### src/scs_pkg.sv
package scs_pkg;

    // Copy alignment in bytes (a power of two) and derived masks
    localparam int unsigned COPY_ALIGN  = 4;
    localparam int unsigned ALIGN_BITS  = $clog2(COPY_ALIGN);
    localparam logic [27:0] ALIGN_MASK  = 28'(COPY_ALIGN - 1);

    // Field widths
    localparam int unsigned UNITS_W        = 25;
    localparam int unsigned CHUNK_BYTES_W  = 27;
    localparam int unsigned SIZE_W         = 32;
    localparam int unsigned INDEX_W        = 32;
    localparam int unsigned STAGING_OFF_W  = 26;
    localparam int unsigned PIECE_BYTES_W  = 27;

    // Chunk size register: reset value and legal span
    localparam logic [UNITS_W-1:0] UNITS_RESET = 25'd1024;
    localparam logic [UNITS_W-1:0] UNITS_MAX   = 25'd16777216;
    localparam logic [UNITS_W-1:0] UNITS_MIN   = 25'd1;

    // Last chunk index that may never be opened
    localparam logic [INDEX_W-1:0] CHUNK_INDEX_LIMIT = 32'hFFFF_FFFF;

    typedef enum logic [1:0] {
        ERR_NONE        = 2'd0,
        ERR_ZERO_SIZE   = 2'd1,
        ERR_CHUNK_LIMIT = 2'd2
    } err_code_t;

    // One upload transaction as seen by the piece engine
    typedef struct packed {
        logic [SIZE_W-1:0] upload_size;
        logic              final_upload;
    } upload_item_t;

    // One copy piece
    typedef struct packed {
        logic [INDEX_W-1:0]       piece_upload_index;
        logic [INDEX_W-1:0]       piece_chunk_index;
        logic [STAGING_OFF_W-1:0] staging_offset;
        logic [SIZE_W-1:0]        target_offset;
        logic [PIECE_BYTES_W-1:0] piece_bytes;
        logic                     upload_done;
        logic                     chunk_done;
        logic                     batch_done;
        err_code_t                error_code;
    } piece_t;

    // Round a byte count up to the copy alignment
    function automatic logic [27:0] round_up_align(input logic [27:0] v);
        logic [27:0] sum;
        sum = v + ALIGN_MASK;
        return sum & ~ALIGN_MASK;
    endfunction

endpackage

### src/scs_input_stage.sv
module scs_input_stage (
    input  logic                  clk,
    input  logic                  rst_n,
    input  logic                  upload_valid,
    output logic                  upload_stall,
    input  scs_pkg::upload_item_t item_in,
    input  logic                  take,
    output logic                  item_valid,
    output scs_pkg::upload_item_t item_out
);

    logic                  valid_reg;
    logic                  valid_next;
    scs_pkg::upload_item_t item_reg;
    logic                  load;

    // Load a new transaction when the register is empty or is drained this cycle
    assign load         = !valid_reg || take;
    assign upload_stall = !load;
    assign valid_next   = load ? upload_valid : valid_reg;

    always_ff @(posedge clk or negedge rst_n)
    begin
        if (!rst_n)
        begin
            valid_reg <= 1'b0;
        end
        else
        begin
            valid_reg <= valid_next;
        end
    end

    // Hold the payload while stalled
    always_ff @(posedge clk)
    begin
        if (load && upload_valid)
        begin
            item_reg <= item_in;
        end
    end

    assign item_valid = valid_reg;
    assign item_out   = item_reg;

endmodule

### src/scs_piece_engine.sv
module scs_piece_engine (
    input  logic                                      clk,
    input  logic                                      rst_n,
    input  logic [scs_pkg::CHUNK_BYTES_W-1:0]         chunk_bytes,
    input  scs_pkg::upload_item_t                     item,
    input  logic                                      fire,
    output scs_pkg::piece_t                           piece
);

    logic [scs_pkg::CHUNK_BYTES_W-1:0] chunk_fill_reg,      chunk_fill_next;
    logic [scs_pkg::SIZE_W-1:0]        upload_progress_reg, upload_progress_next;
    logic [scs_pkg::INDEX_W-1:0]       upload_counter_reg,  upload_counter_next;
    logic [scs_pkg::INDEX_W-1:0]       chunk_counter_reg,   chunk_counter_next;

    logic [27:0]                       fill_up;
    logic [27:0]                       src_wide;
    logic [scs_pkg::CHUNK_BYTES_W-1:0] src;
    logic [scs_pkg::CHUNK_BYTES_W-1:0] avail;
    logic [scs_pkg::SIZE_W-1:0]        remaining;
    logic                              short_piece;
    logic [scs_pkg::CHUNK_BYTES_W-1:0] piece_len;
    logic [27:0]                       new_fill;
    logic                              up_done;
    logic                              b_done;
    logic                              ch_done;
    logic                              err_zero;
    logic                              err_limit;

    // Place the piece: aligned start, bounded by chunk space and bytes left
    always_comb
    begin
        fill_up     = scs_pkg::round_up_align({1'b0, chunk_fill_reg});
        src_wide    = (fill_up >= {1'b0, chunk_bytes}) ? {1'b0, chunk_bytes} : fill_up;
        src         = src_wide[scs_pkg::CHUNK_BYTES_W-1:0];
        avail       = chunk_bytes - src;
        remaining   = item.upload_size - upload_progress_reg;
        short_piece = {5'b0, avail} < remaining;
        if (short_piece)
        begin
            piece_len = avail & ~scs_pkg::ALIGN_MASK[scs_pkg::CHUNK_BYTES_W-1:0];
        end
        else
        begin
            piece_len = remaining[scs_pkg::CHUNK_BYTES_W-1:0];
        end
        new_fill  = {1'b0, src} + {1'b0, piece_len};
        up_done   = !short_piece;
        b_done    = up_done && item.final_upload;
        ch_done   = b_done ||
                    (scs_pkg::round_up_align(new_fill) >= {1'b0, chunk_bytes});
        err_zero  = item.upload_size <= upload_progress_reg;
        err_limit = (chunk_fill_reg == '0) &&
                    (chunk_counter_reg == scs_pkg::CHUNK_INDEX_LIMIT);
    end

    // Form the result; an error abandons the batch
    always_comb
    begin
        piece.piece_upload_index = upload_counter_reg;
        piece.piece_chunk_index  = chunk_counter_reg;
        if (err_zero || err_limit)
        begin
            piece.staging_offset = '0;
            piece.target_offset  = '0;
            piece.piece_bytes    = '0;
            piece.upload_done    = 1'b0;
            piece.chunk_done     = 1'b0;
            piece.batch_done     = 1'b1;
            piece.error_code     = err_zero ? scs_pkg::ERR_ZERO_SIZE
                                            : scs_pkg::ERR_CHUNK_LIMIT;
        end
        else
        begin
            piece.staging_offset = src[scs_pkg::STAGING_OFF_W-1:0];
            piece.target_offset  = upload_progress_reg;
            piece.piece_bytes    = piece_len;
            piece.upload_done    = up_done;
            piece.chunk_done     = ch_done;
            piece.batch_done     = b_done;
            piece.error_code     = scs_pkg::ERR_NONE;
        end
    end

    // Advance the running counters
    always_comb
    begin
        chunk_fill_next      = chunk_fill_reg;
        upload_progress_next = upload_progress_reg;
        upload_counter_next  = upload_counter_reg;
        chunk_counter_next   = chunk_counter_reg;
        if (fire)
        begin
            if (err_zero || err_limit || b_done)
            begin
                chunk_fill_next      = '0;
                upload_progress_next = '0;
                upload_counter_next  = '0;
                chunk_counter_next   = '0;
            end
            else
            begin
                if (up_done)
                begin
                    upload_progress_next = '0;
                    upload_counter_next  = upload_counter_reg + 32'd1;
                end
                else
                begin
                    upload_progress_next = upload_progress_reg + {5'b0, piece_len};
                end
                if (ch_done)
                begin
                    chunk_fill_next    = '0;
                    chunk_counter_next = chunk_counter_reg + 32'd1;
                end
                else
                begin
                    chunk_fill_next = new_fill[scs_pkg::CHUNK_BYTES_W-1:0];
                end
            end
        end
    end

    always_ff @(posedge clk or negedge rst_n)
    begin
        if (!rst_n)
        begin
            chunk_fill_reg      <= '0;
            upload_progress_reg <= '0;
            upload_counter_reg  <= '0;
            chunk_counter_reg   <= '0;
        end
        else
        begin
            chunk_fill_reg      <= chunk_fill_next;
            upload_progress_reg <= upload_progress_next;
            upload_counter_reg  <= upload_counter_next;
            chunk_counter_reg   <= chunk_counter_next;
        end
    end

endmodule

### src/staging_chunk_segmenter.sv
// Staging chunk segmenter: splits a batch of uploads into aligned copy pieces packed
// into staging chunks of chunk_size_units * 4 bytes. Present the current upload's
// size (with final_upload on the last upload) once per piece, repeating it until a
// piece comes back with upload_done. One piece leaves for every upload transaction,
// one per clock when neither side stalls, passing through one input register, then the
// piece engine whose running chunk and upload counters update when the piece moves
// on, then the result register. A zero size, a size at or below the bytes already
// placed, or an attempt to open chunk index 0xFFFFFFFF returns an error piece with
// batch_done set and restarts the batch. Write cfg_write_data only while no
// transaction is in flight; 0 reads as 1 unit and values above 2^24 as 2^24.
module staging_chunk_segmenter (
    input  logic                                clk,
    input  logic                                rst_n,
    input  logic                                cfg_write_en,
    input  logic [scs_pkg::UNITS_W-1:0]         cfg_write_data,
    input  logic                                upload_valid,
    output logic                                upload_stall,
    input  logic [scs_pkg::SIZE_W-1:0]          upload_size,
    input  logic                                final_upload,
    output logic                                piece_valid,
    input  logic                                piece_stall,
    output logic [scs_pkg::INDEX_W-1:0]         piece_upload_index,
    output logic [scs_pkg::INDEX_W-1:0]         piece_chunk_index,
    output logic [scs_pkg::STAGING_OFF_W-1:0]   staging_offset,
    output logic [scs_pkg::SIZE_W-1:0]          target_offset,
    output logic [scs_pkg::PIECE_BYTES_W-1:0]   piece_bytes,
    output logic                                upload_done,
    output logic                                chunk_done,
    output logic                                batch_done,
    output logic [1:0]                          error_code
);

    logic [scs_pkg::UNITS_W-1:0]       units_reg;
    logic [scs_pkg::UNITS_W-1:0]       units_eff;
    logic [scs_pkg::CHUNK_BYTES_W-1:0] chunk_bytes;
    scs_pkg::upload_item_t             item_in;
    scs_pkg::upload_item_t             item;
    logic                              item_valid;
    logic                              out_ready;
    logic                              fire;
    scs_pkg::piece_t                   piece;
    scs_pkg::piece_t                   piece_reg;
    logic                              piece_valid_reg;
    logic                              piece_valid_next;

    // Chunk size register
    always_ff @(posedge clk or negedge rst_n)
    begin
        if (!rst_n)
        begin
            units_reg <= scs_pkg::UNITS_RESET;
        end
        else if (cfg_write_en)
        begin
            units_reg <= cfg_write_data;
        end
    end

    // Clamp the unit count and scale to bytes
    always_comb
    begin
        if (units_reg[scs_pkg::UNITS_W-1])
        begin
            units_eff = scs_pkg::UNITS_MAX;
        end
        else if (units_reg == '0)
        begin
            units_eff = scs_pkg::UNITS_MIN;
        end
        else
        begin
            units_eff = units_reg;
        end
        chunk_bytes = scs_pkg::CHUNK_BYTES_W'(units_eff) << scs_pkg::ALIGN_BITS;
    end

    assign item_in.upload_size  = upload_size;
    assign item_in.final_upload = final_upload;

    scs_input_stage u_input_stage (
        .clk          (clk),
        .rst_n        (rst_n),
        .upload_valid (upload_valid),
        .upload_stall (upload_stall),
        .item_in      (item_in),
        .take         (fire),
        .item_valid   (item_valid),
        .item_out     (item)
    );

    // Move a transaction into the result register when it is free or drains
    assign out_ready = !piece_valid_reg || !piece_stall;
    assign fire      = item_valid && out_ready;

    scs_piece_engine u_piece_engine (
        .clk         (clk),
        .rst_n       (rst_n),
        .chunk_bytes (chunk_bytes),
        .item        (item),
        .fire        (fire),
        .piece       (piece)
    );

    assign piece_valid_next = out_ready ? item_valid : piece_valid_reg;

    always_ff @(posedge clk or negedge rst_n)
    begin
        if (!rst_n)
        begin
            piece_valid_reg <= 1'b0;
        end
        else
        begin
            piece_valid_reg <= piece_valid_next;
        end
    end

    // Hold the result while stalled
    always_ff @(posedge clk)
    begin
        if (fire)
        begin
            piece_reg <= piece;
        end
    end

    assign piece_valid        = piece_valid_reg;
    assign piece_upload_index = piece_reg.piece_upload_index;
    assign piece_chunk_index  = piece_reg.piece_chunk_index;
    assign staging_offset     = piece_reg.staging_offset;
    assign target_offset      = piece_reg.target_offset;
    assign piece_bytes        = piece_reg.piece_bytes;
    assign upload_done        = piece_reg.upload_done;
    assign chunk_done         = piece_reg.chunk_done;
    assign batch_done         = piece_reg.batch_done;
    assign error_code         = piece_reg.error_code;

    // An error piece carries no bytes and ends the batch
    assert property (@(posedge clk) disable iff (!rst_n)
        piece_valid && (error_code != scs_pkg::ERR_NONE) |->
            batch_done && (piece_bytes == '0) && !upload_done && !chunk_done)
        else $error("error piece not reported as abandoned batch");

    // A clean batch end closes both the upload and the chunk
    assert property (@(posedge clk) disable iff (!rst_n)
        piece_valid && batch_done && (error_code == scs_pkg::ERR_NONE) |->
            upload_done && chunk_done)
        else $error("batch end without upload and chunk close");

    // A piece never runs past the end of its chunk
    assert property (@(posedge clk) disable iff (!rst_n)
        piece_valid && (error_code == scs_pkg::ERR_NONE) |->
            ({2'b0, staging_offset} + {1'b0, piece_bytes}) <= {1'b0, chunk_bytes})
        else $error("piece overruns staging chunk");

endmodule
### config.mk
export PLATFORM = sky130hd
export DESIGN_NAME = staging_chunk_segmenter
export DESIGN_NICKNAME = d
export VERILOG_FILES = /design/src/scs_pkg.sv /design/src/scs_input_stage.sv /design/src/scs_piece_engine.sv /design/src/staging_chunk_segmenter.sv
export SDC_FILE = /design/constraint.sdc
export NUM_CORES = 1
export LEC_CHECK = 0
export ABC_AREA = 0
export ABC_CLOCK_PERIOD_IN_PS = 23200
export CORE_UTILIZATION = 55
export CTS_CLUSTER_SIZE = 25
export DETAILED_ROUTE_END_ITERATION = 16
export DONT_BUFFER_PORTS = 1
export MAX_ROUTING_LAYER = met4
export PLACE_DENSITY_LB_ADDON = 0.12
export SYNTH_ARGS = -nofsm -noshare
export SYNTH_HDL_FRONTEND = slang
export SYNTH_SLANG_ARGS = --single-unit
### constraint.sdc
create_clock -name clk -period 23.2 [get_ports clk]
set_input_delay 1.16 -clock clk [delete_from_list [all_inputs] [get_ports clk]]
set_output_delay 1.16 -clock clk [all_outputs]
set_load 0.005 [all_outputs]
==> run metrics, run 1 <==
outcome complete, no violations; share of the yosys chip area belonging to registers 43.57%; R2R depth 68; relative max-transition margin 16.73%; maximum number of pins on one net before global-route repair 151; type of the setup path with the least slack reg2reg; final HPWL from detailed placement 42.44 mm; Ys Warns 0; die outline height 199.1 microns; clock tree skew after final layout 16.64 ps; # rows 71; combined area of all synthesized cells 21,370 sq um; post-detailed-route count of antenna-violating nets 0; Syn Inst Count 2,210; overall power consumption 3.785 mW; setup repair after global routing missed its margin no; number of enable flip-flop cells after synthesis 185; share of flip-flops with an asynchronous set or reset after synthesis 44.78%; total congestion overflow 0; initial core utilization 56.33%; Critical Path End Type flop; global router's overall resource usage 29.69%; share of the clock period used by the worst path after layout 76.18%; worst hold path type in2async; CP Capture Point u_piece_engine.chunk_fill_reg[14]; leakage power figure 10.26 nW; vias per inst 6.031; gpl congestion 0.9296; Final Core Density 60.64%; worst slack at placement 5866 ps; cell with the largest stage delay on the worst path sky130_fd_sc_hd__nor2_2; Worst EP required 23,680 ps; number of max-slew violations in the final report 0; crit-path max cell delay 840 ps; endpoints failing hold 0; final setup violating endpoints 0; CTS root buffer sky130_fd_sc_hd__clkbuf_16; core outline area 37,930 sq um; count of buffers added by post-CTS timing repair for setup 0; PnR worst setup slack 5526 ps; DRC viols 0; max_cap viols 0; via count of the first global-routing pass 15,780; number of sinks on the clock net 335; TritonCTS clock tree built; antenna cell count 0; initial detailed-routing violation count 1,121; highest net fanout along the worst path 32; internal reg-to-reg setup slack 5530 ps; number of filler instances in the final layout 3,284; I/O pins 219; layout overhead on the synthesized area 7.641%; H-tree levels 2; Period minus WS final 17,670 ps; maximum count of clock buffers along a single path 3; Worst-Skew Late Latency 550 ps; number of buffers inserted by port buffering 0; kind of launch point of the worst setup path flop; routed wirelength normalized by instance count 20.77 microns; clock buffers created by TritonCTS 37; total of cells resized after clock tree synthesis 0; first-pass GRT wire length 87.91 mm; synthesis-stage register bit count 335; number of distinct library cell variants in the gate-level netlist after synthesis 76; worst reg2reg path endpoint u_piece_engine.chunk_fill_reg[14]; Max Freq 56.58 MHz; Post-Route WL 56.88 mm; Final TNS setup 0 ps; Worst R2R Start u_piece_engine.chunk_fill_reg[3]; die outline area 39,640 sq um; overall via count from detail_route 16,520; number of flip-flops in the largest register 33; data arrival time at the worst-slack endpoint 18,150 ps; hold buffer count at CTS 0; initial antenna violation count 0; Crit. Startpoint u_piece_engine.chunk_fill_reg[3]; share of layout cells above drive strength 1 6.149%; die width 199.1 microns; drt pass-1 iters 6; average size of a mapped cell 9.669 sq um; final cell count without fillers 2,739; placed insts 2,673; power density normalized to cell area 164.5 nW/um^2; worst ir drop on vdd 131.6 uV; final-stage net count 2,452; most used flip-flop cell after synthesis sky130_fd_sc_hd__edfxtp_1; clk slew on worst S/H paths 60 ps; slew at the pin closest to its max-slew limit 1248 ps
-- stage by stage --
step           hold slack, ps  cell area, sq um
2_1_floorplan           447.3             21370
3_3_place_gp            474.2             21880
3_5_place_dp            477.9             21880
4_1_cts                 278.3             23000
5_1_grt                 285.0             23000
6_report                306.7             23000
-- placed cells by master, fill, tap and decap left out, types with 77 or more instances in the layout --
cell | Yosys | final
sky130_fd_sc_hd__o21ai_0 | 106 | 106
sky130_fd_sc_hd__xor2_1 | 77 | 77
sky130_fd_sc_hd__edfxtp_1 | 185 | 185
sky130_fd_sc_hd__nor2_1 | 220 | 218
sky130_fd_sc_hd__nand2_1 | 190 | 189
sky130_fd_sc_hd__a21oi_1 | 142 | 141
sky130_fd_sc_hd__inv_1 | 157 | 156
sky130_fd_sc_hd__dfrtp_1 | 149 | 149
sky130_fd_sc_hd__ha_1 | 184 | 184
sky130_fd_sc_hd__xnor2_1 | 79 | 79
-- how the worst min path moves through the flow --
stage	from	endpoint	slack (ps)	cells after the start
3_3_place_gp	u_piece_engine.upload_counter_reg[15]	piece_upload_index[15]	470	0
3_5_place_dp	u_piece_engine.upload_counter_reg[7]	piece_upload_index[7]	480	0
4_1_cts	rst_n	u_piece_engine.chunk_fill_reg[6]	280	0
5_1_grt	rst_n	u_piece_engine.upload_progress_reg[13]	290	0
6_report	rst_n	u_piece_engine.chunk_fill_reg[6]	310	0
2_1_floorplan	u_piece_engine.upload_counter_reg[9]	piece_upload_index[9]	450	0
-- routing by layer --
metal | track usage [%] | routed length, microns
met1 | 39.59 | 25610
met5 | - | 0
met2 | 47.31 | 27010
met3 | 3.679 | 2724
met4 | 9.031 | 1540
-- area by class of cell --
cell class,instances,area [sq um],area share [%]
clock buffers,46,979.7,4.259
clock inverters,20,142.6,0.6201
inverters,157,596.8,2.595
multi-input cells,1654,11210,48.75
flip-flops and latches,335,9310,40.48
well taps,511,639.4,2.780
repair buffers,16,120.1,0.5222
-- cell usage after synthesis, types with 41 or more instances --
cell / n / area share, %
sky130_fd_sc_hd__xnor2_1: 79 / 3.2
sky130_fd_sc_hd__o21ai_0: 106 / 2.5
sky130_fd_sc_hd__clkbuf_1: 46 / 0.81
sky130_fd_sc_hd__a31oi_1: 41 / 1.2
sky130_fd_sc_hd__xor2_1: 77 / 3.2
sky130_fd_sc_hd__nor3_1: 44 / 1.0
sky130_fd_sc_hd__a21oi_1: 142 / 3.3
sky130_fd_sc_hd__a21o_1: 49 / 1.7
sky130_fd_sc_hd__ha_1: 184 / 11
sky130_fd_sc_hd__dfrtp_1: 149 / 17
sky130_fd_sc_hd__nand2_1: 190 / 3.3
sky130_fd_sc_hd__nand3_1: 65 / 1.5
sky130_fd_sc_hd__nor2_1: 220 / 3.9
sky130_fd_sc_hd__edfxtp_1: 185 / 26
sky130_fd_sc_hd__inv_1: 157 / 2.8
-- cell families (layout without fill, tap and decap cells) --
kind of cell    after synthesis  in the layout  share of synthesized area [%]
mux                          47             47                          2.412
flops                       335            335                          43.57
buf+inv                     222            239                          4.064
compound gates              523            523                          15.81
fa+ha+maj                   188            188                          11.15
xor+xnor                    156            156                          6.394
simple gates                738            738                          16.58
other cells                   1              2                        0.01755
-- worst max-delay path: cells and delay by family, from the launching register on --
kind,cells,cell delay (ps)
xor+xnor,4,820
buf+inv,1,310
mux,1,520
fa+ha+maj,5,1470
simple gates,17,3960
compound gates,40,10040
flops,1,420
-- where the power goes --
part | total (mW) | switching, mW | internal [mW]
combinational | 2.41 | 1.48 | 0.924
sequential | 0.825 | 0.0740 | 0.751
clock | 0.551 | 0.238 | 0.313
Note: power is estimated with default switching activity, not from simulation.
==> inputs of run 2 (changes only) <==
Settings changed: ABC_CLOCK_PERIOD_IN_PS 23200 to 18000.
Clock period 23.2 ns to 18 ns, I/O delays scaled along.
==> run 2 against run 1 <==
Clock power increased by 33%. Core utilization increased by 0.28 points. Power increased by 30%. Setup slack got worse by 4200 ps. Clock skew increased by 6.8 ps. Combinational power increased by 30%. Register-to-register slack got worse by 4200 ps. Fmax increased by 6.2%. Global-route usage increased by 0.086 points. First-iteration DRC count increased by 5.8%. Sequential share of layout area decreased by 0.18 points. Cell area increased by 0.46%. Critical endpoint is now u_piece_engine.chunk_fill_reg[10]. Largest cell class unchanged. Largest power group unchanged.
==> run metrics, run 2 (same netlist as run 1, synthesis figures left out) <==
overall via count from detail_route 16,650 (+0.77%); CTS root buffer sky130_fd_sc_hd__clkbuf_16; type of the setup path with the least slack reg2reg; number of filler instances in the final layout 3,221 (-1.9%); Crit. Startpoint u_piece_engine.chunk_fill_reg[3]; final HPWL from detailed placement 42.51 mm (+0.16%); Worst-Skew Late Latency 550 ps (about the same); placed insts 2,673 (unchanged); first-pass GRT wire length 87.96 mm (about the same); final-stage net count 2,453 (+0.041%); number of max-slew violations in the final report 0 (unchanged); maximum number of pins on one net before global-route repair 151 (unchanged); internal reg-to-reg setup slack 1360 ps (-4170 ps); vias per inst 6.074 (+0.70%); worst hold path type in2async; worst slack at placement 1090 ps (-4777 ps); worst ir drop on vdd 176.1 uV (+34%); number of sinks on the clock net 335 (unchanged); routed wirelength normalized by instance count 20.78 microns (about the same); endpoints failing hold 0 (unchanged); die width 199.1 microns (unchanged); DRC viols 0 (unchanged); sum of buffers and inverters on the critical path 3 (+2); core outline area 37,930 sq um (unchanged); Critical Path End Type flop; initial core utilization 56.33% (unchanged); overall power consumption 4.927 mW (+30%); Period minus WS final 16,640 ps (-1034 ps); crit-path max cell delay 530 ps (-310 ps); Worst EP required 18,470 ps (-5210 ps); relative max-transition margin 22.09% (+5.4 points); die outline area 39,640 sq um (unchanged); clk slew on worst S/H paths 60 ps (about the same); outcome complete, no violations; clock tree skew after final layout 23.41 ps (+6.769 ps); post-detailed-route count of antenna-violating nets 0 (unchanged); number of gates on the worst path with buffers counted 69 (+1.5%); leakage power figure 10.32 nW (+0.52%); final setup violating endpoints 0 (unchanged); commonest non-fill, non-tap cells in the layout sky130_fd_sc_hd__nor2_1 (218), sky130_fd_sc_hd__nand2_1 (189), sky130_fd_sc_hd__edfxtp_1 (185), sky130_fd_sc_hd__ha_1 (184), sky130_fd_sc_hd__inv_1 (156); Final TNS setup 0 ps (unchanged); highest net fanout along the worst path 32 (unchanged); library cell appearing most often on the critical path sky130_fd_sc_hd__a21o_1; power density normalized to cell area 213.3 nW/um^2 (+30%); gpl congestion 0.9398 (+1.1%); Post-Route WL 56.95 mm (+0.11%); share of layout cells above drive strength 1 6.505% (+0.36 points); CP Capture Point u_piece_engine.chunk_fill_reg[10]; data arrival time at the worst-slack endpoint 17,110 ps (-1040 ps); die outline height 199.1 microns (unchanged); Max Freq 60.10 MHz (+6.2%); final cell count without fillers 2,741 (+0.073%); total congestion overflow 0 (unchanged); TritonCTS clock tree built; max_cap viols 0 (unchanged); number of buffers inserted by port buffering 0 (unchanged); kind of launch point of the worst setup path flop; cell with the largest stage delay on the worst path sky130_fd_sc_hd__mux2_2; maximum count of clock buffers along a single path 3 (unchanged); Worst R2R Start u_piece_engine.chunk_fill_reg[3]; R2R depth 69 (+1.5%); I/O pins 219 (unchanged); # rows 71 (unchanged); initial antenna violation count 1 (+1); H-tree levels 2 (unchanged); clock buffers created by TritonCTS 36 (-2.7%); cell family contributing the most delay on the critical path compound AO/OA/AOI/OAI gates; layout overhead on the synthesized area 8.133%; number of flip-flops in the largest register 33 (unchanged); worst reg2reg path endpoint u_piece_engine.chunk_fill_reg[10]; initial detailed-routing violation count 1,186 (+5.8%); drt pass-1 iters 5 (-1); dpl cell area 21,880 sq um (about the same); share of the clock period used by the worst path after layout 92.44% (+16 points); commonest non-fill, non-tap cell in the layout sky130_fd_sc_hd__nor2_1; global router's overall resource usage 29.77% (+0.086 points); via count of the first global-routing pass 15,960 (+1.2%); area of all placed cells without fillers 23,110 sq um (+0.46%); slew at the pin closest to its max-slew limit 1169 ps (-79.10 ps); PnR worst setup slack 1360 ps (-4166 ps)
## run 2: cell count changes in the layout (fill, tap and decap cells not counted), sizes merged
cell | previous run | this run
buf | 16 | 18
bufinv | 1 | 4
clkbuf | 46 | 42
clkinv | 12 | 16
clkinvlp | 4 | 2
diode | 0 | 1
inv | 160 | 158
## run 2: where the power goes
part | total, mW | switching, mW | internal [mW] | leakage, nW
combinational | 3.13 | 1.93 | 1.20 | 5.94
clock | 0.735 | 0.304 | 0.431 | 0.570
sequential | 1.07 | 0.0968 | 0.969 | 3.81
## run 2: final cells by class
type	instances	area, sq um	area share (%)
Multi-Input combinational cell	1654	11240	48.65
Sequential cell	335	9310	40.29
Tap cell	511	639.4	2.767
Timing Repair Buffer	18	147.6	0.6390
Inverter	157	596.8	2.583
Clock buffer	42	933.4	4.040
Clock inverter	23	235.2	1.018
Antenna cell	1	2.502	0.01083
## run 2: stage by stage
stage,utilization [%],hold WS (ps)
after global routing,60.91,34.31
final,60.91,61.14
after floorplan,-,447.3
after detailed placement,57.67,468.6
after global placement,57.67,473.1
after CTS,60.75,24.35
## run 2: per-layer routing
metal	share of wire, %	GRT usage (%)	vias to the layer above
met5	0	-	-
met4	3.2	10.14	0
met3	6.2	4.709	107
met2	47	47.28	566
met1	43	38.76	8024
li1	-	-	7951
## run 2: timing repair
action / in CTS / in global routing
resized for setup: 0 / 9
buffers inserted: 0 / 2
hold buffers: 0 / 0
endpoints found under the setup margin: 0 / 60
## run 2: worst min-delay path by stage
| stage | from | slack (ps) | end |
|---|---|---|---|
| detailed placement | u_piece_engine.upload_counter_reg[7] | 470 | piece_upload_index[7] |
| global route | rst_n | 30 | u_piece_engine.chunk_fill_reg[5] |
| finish | rst_n | 60 | u_piece_engine.upload_progress_reg[21] |
| CTS | rst_n | 20 | u_piece_engine.upload_progress_reg[20] |
| floorplan | u_piece_engine.upload_counter_reg[9] | 450 | piece_upload_index[9] |
| global placement | u_piece_engine.upload_counter_reg[15] | 470 | piece_upload_index[15] |
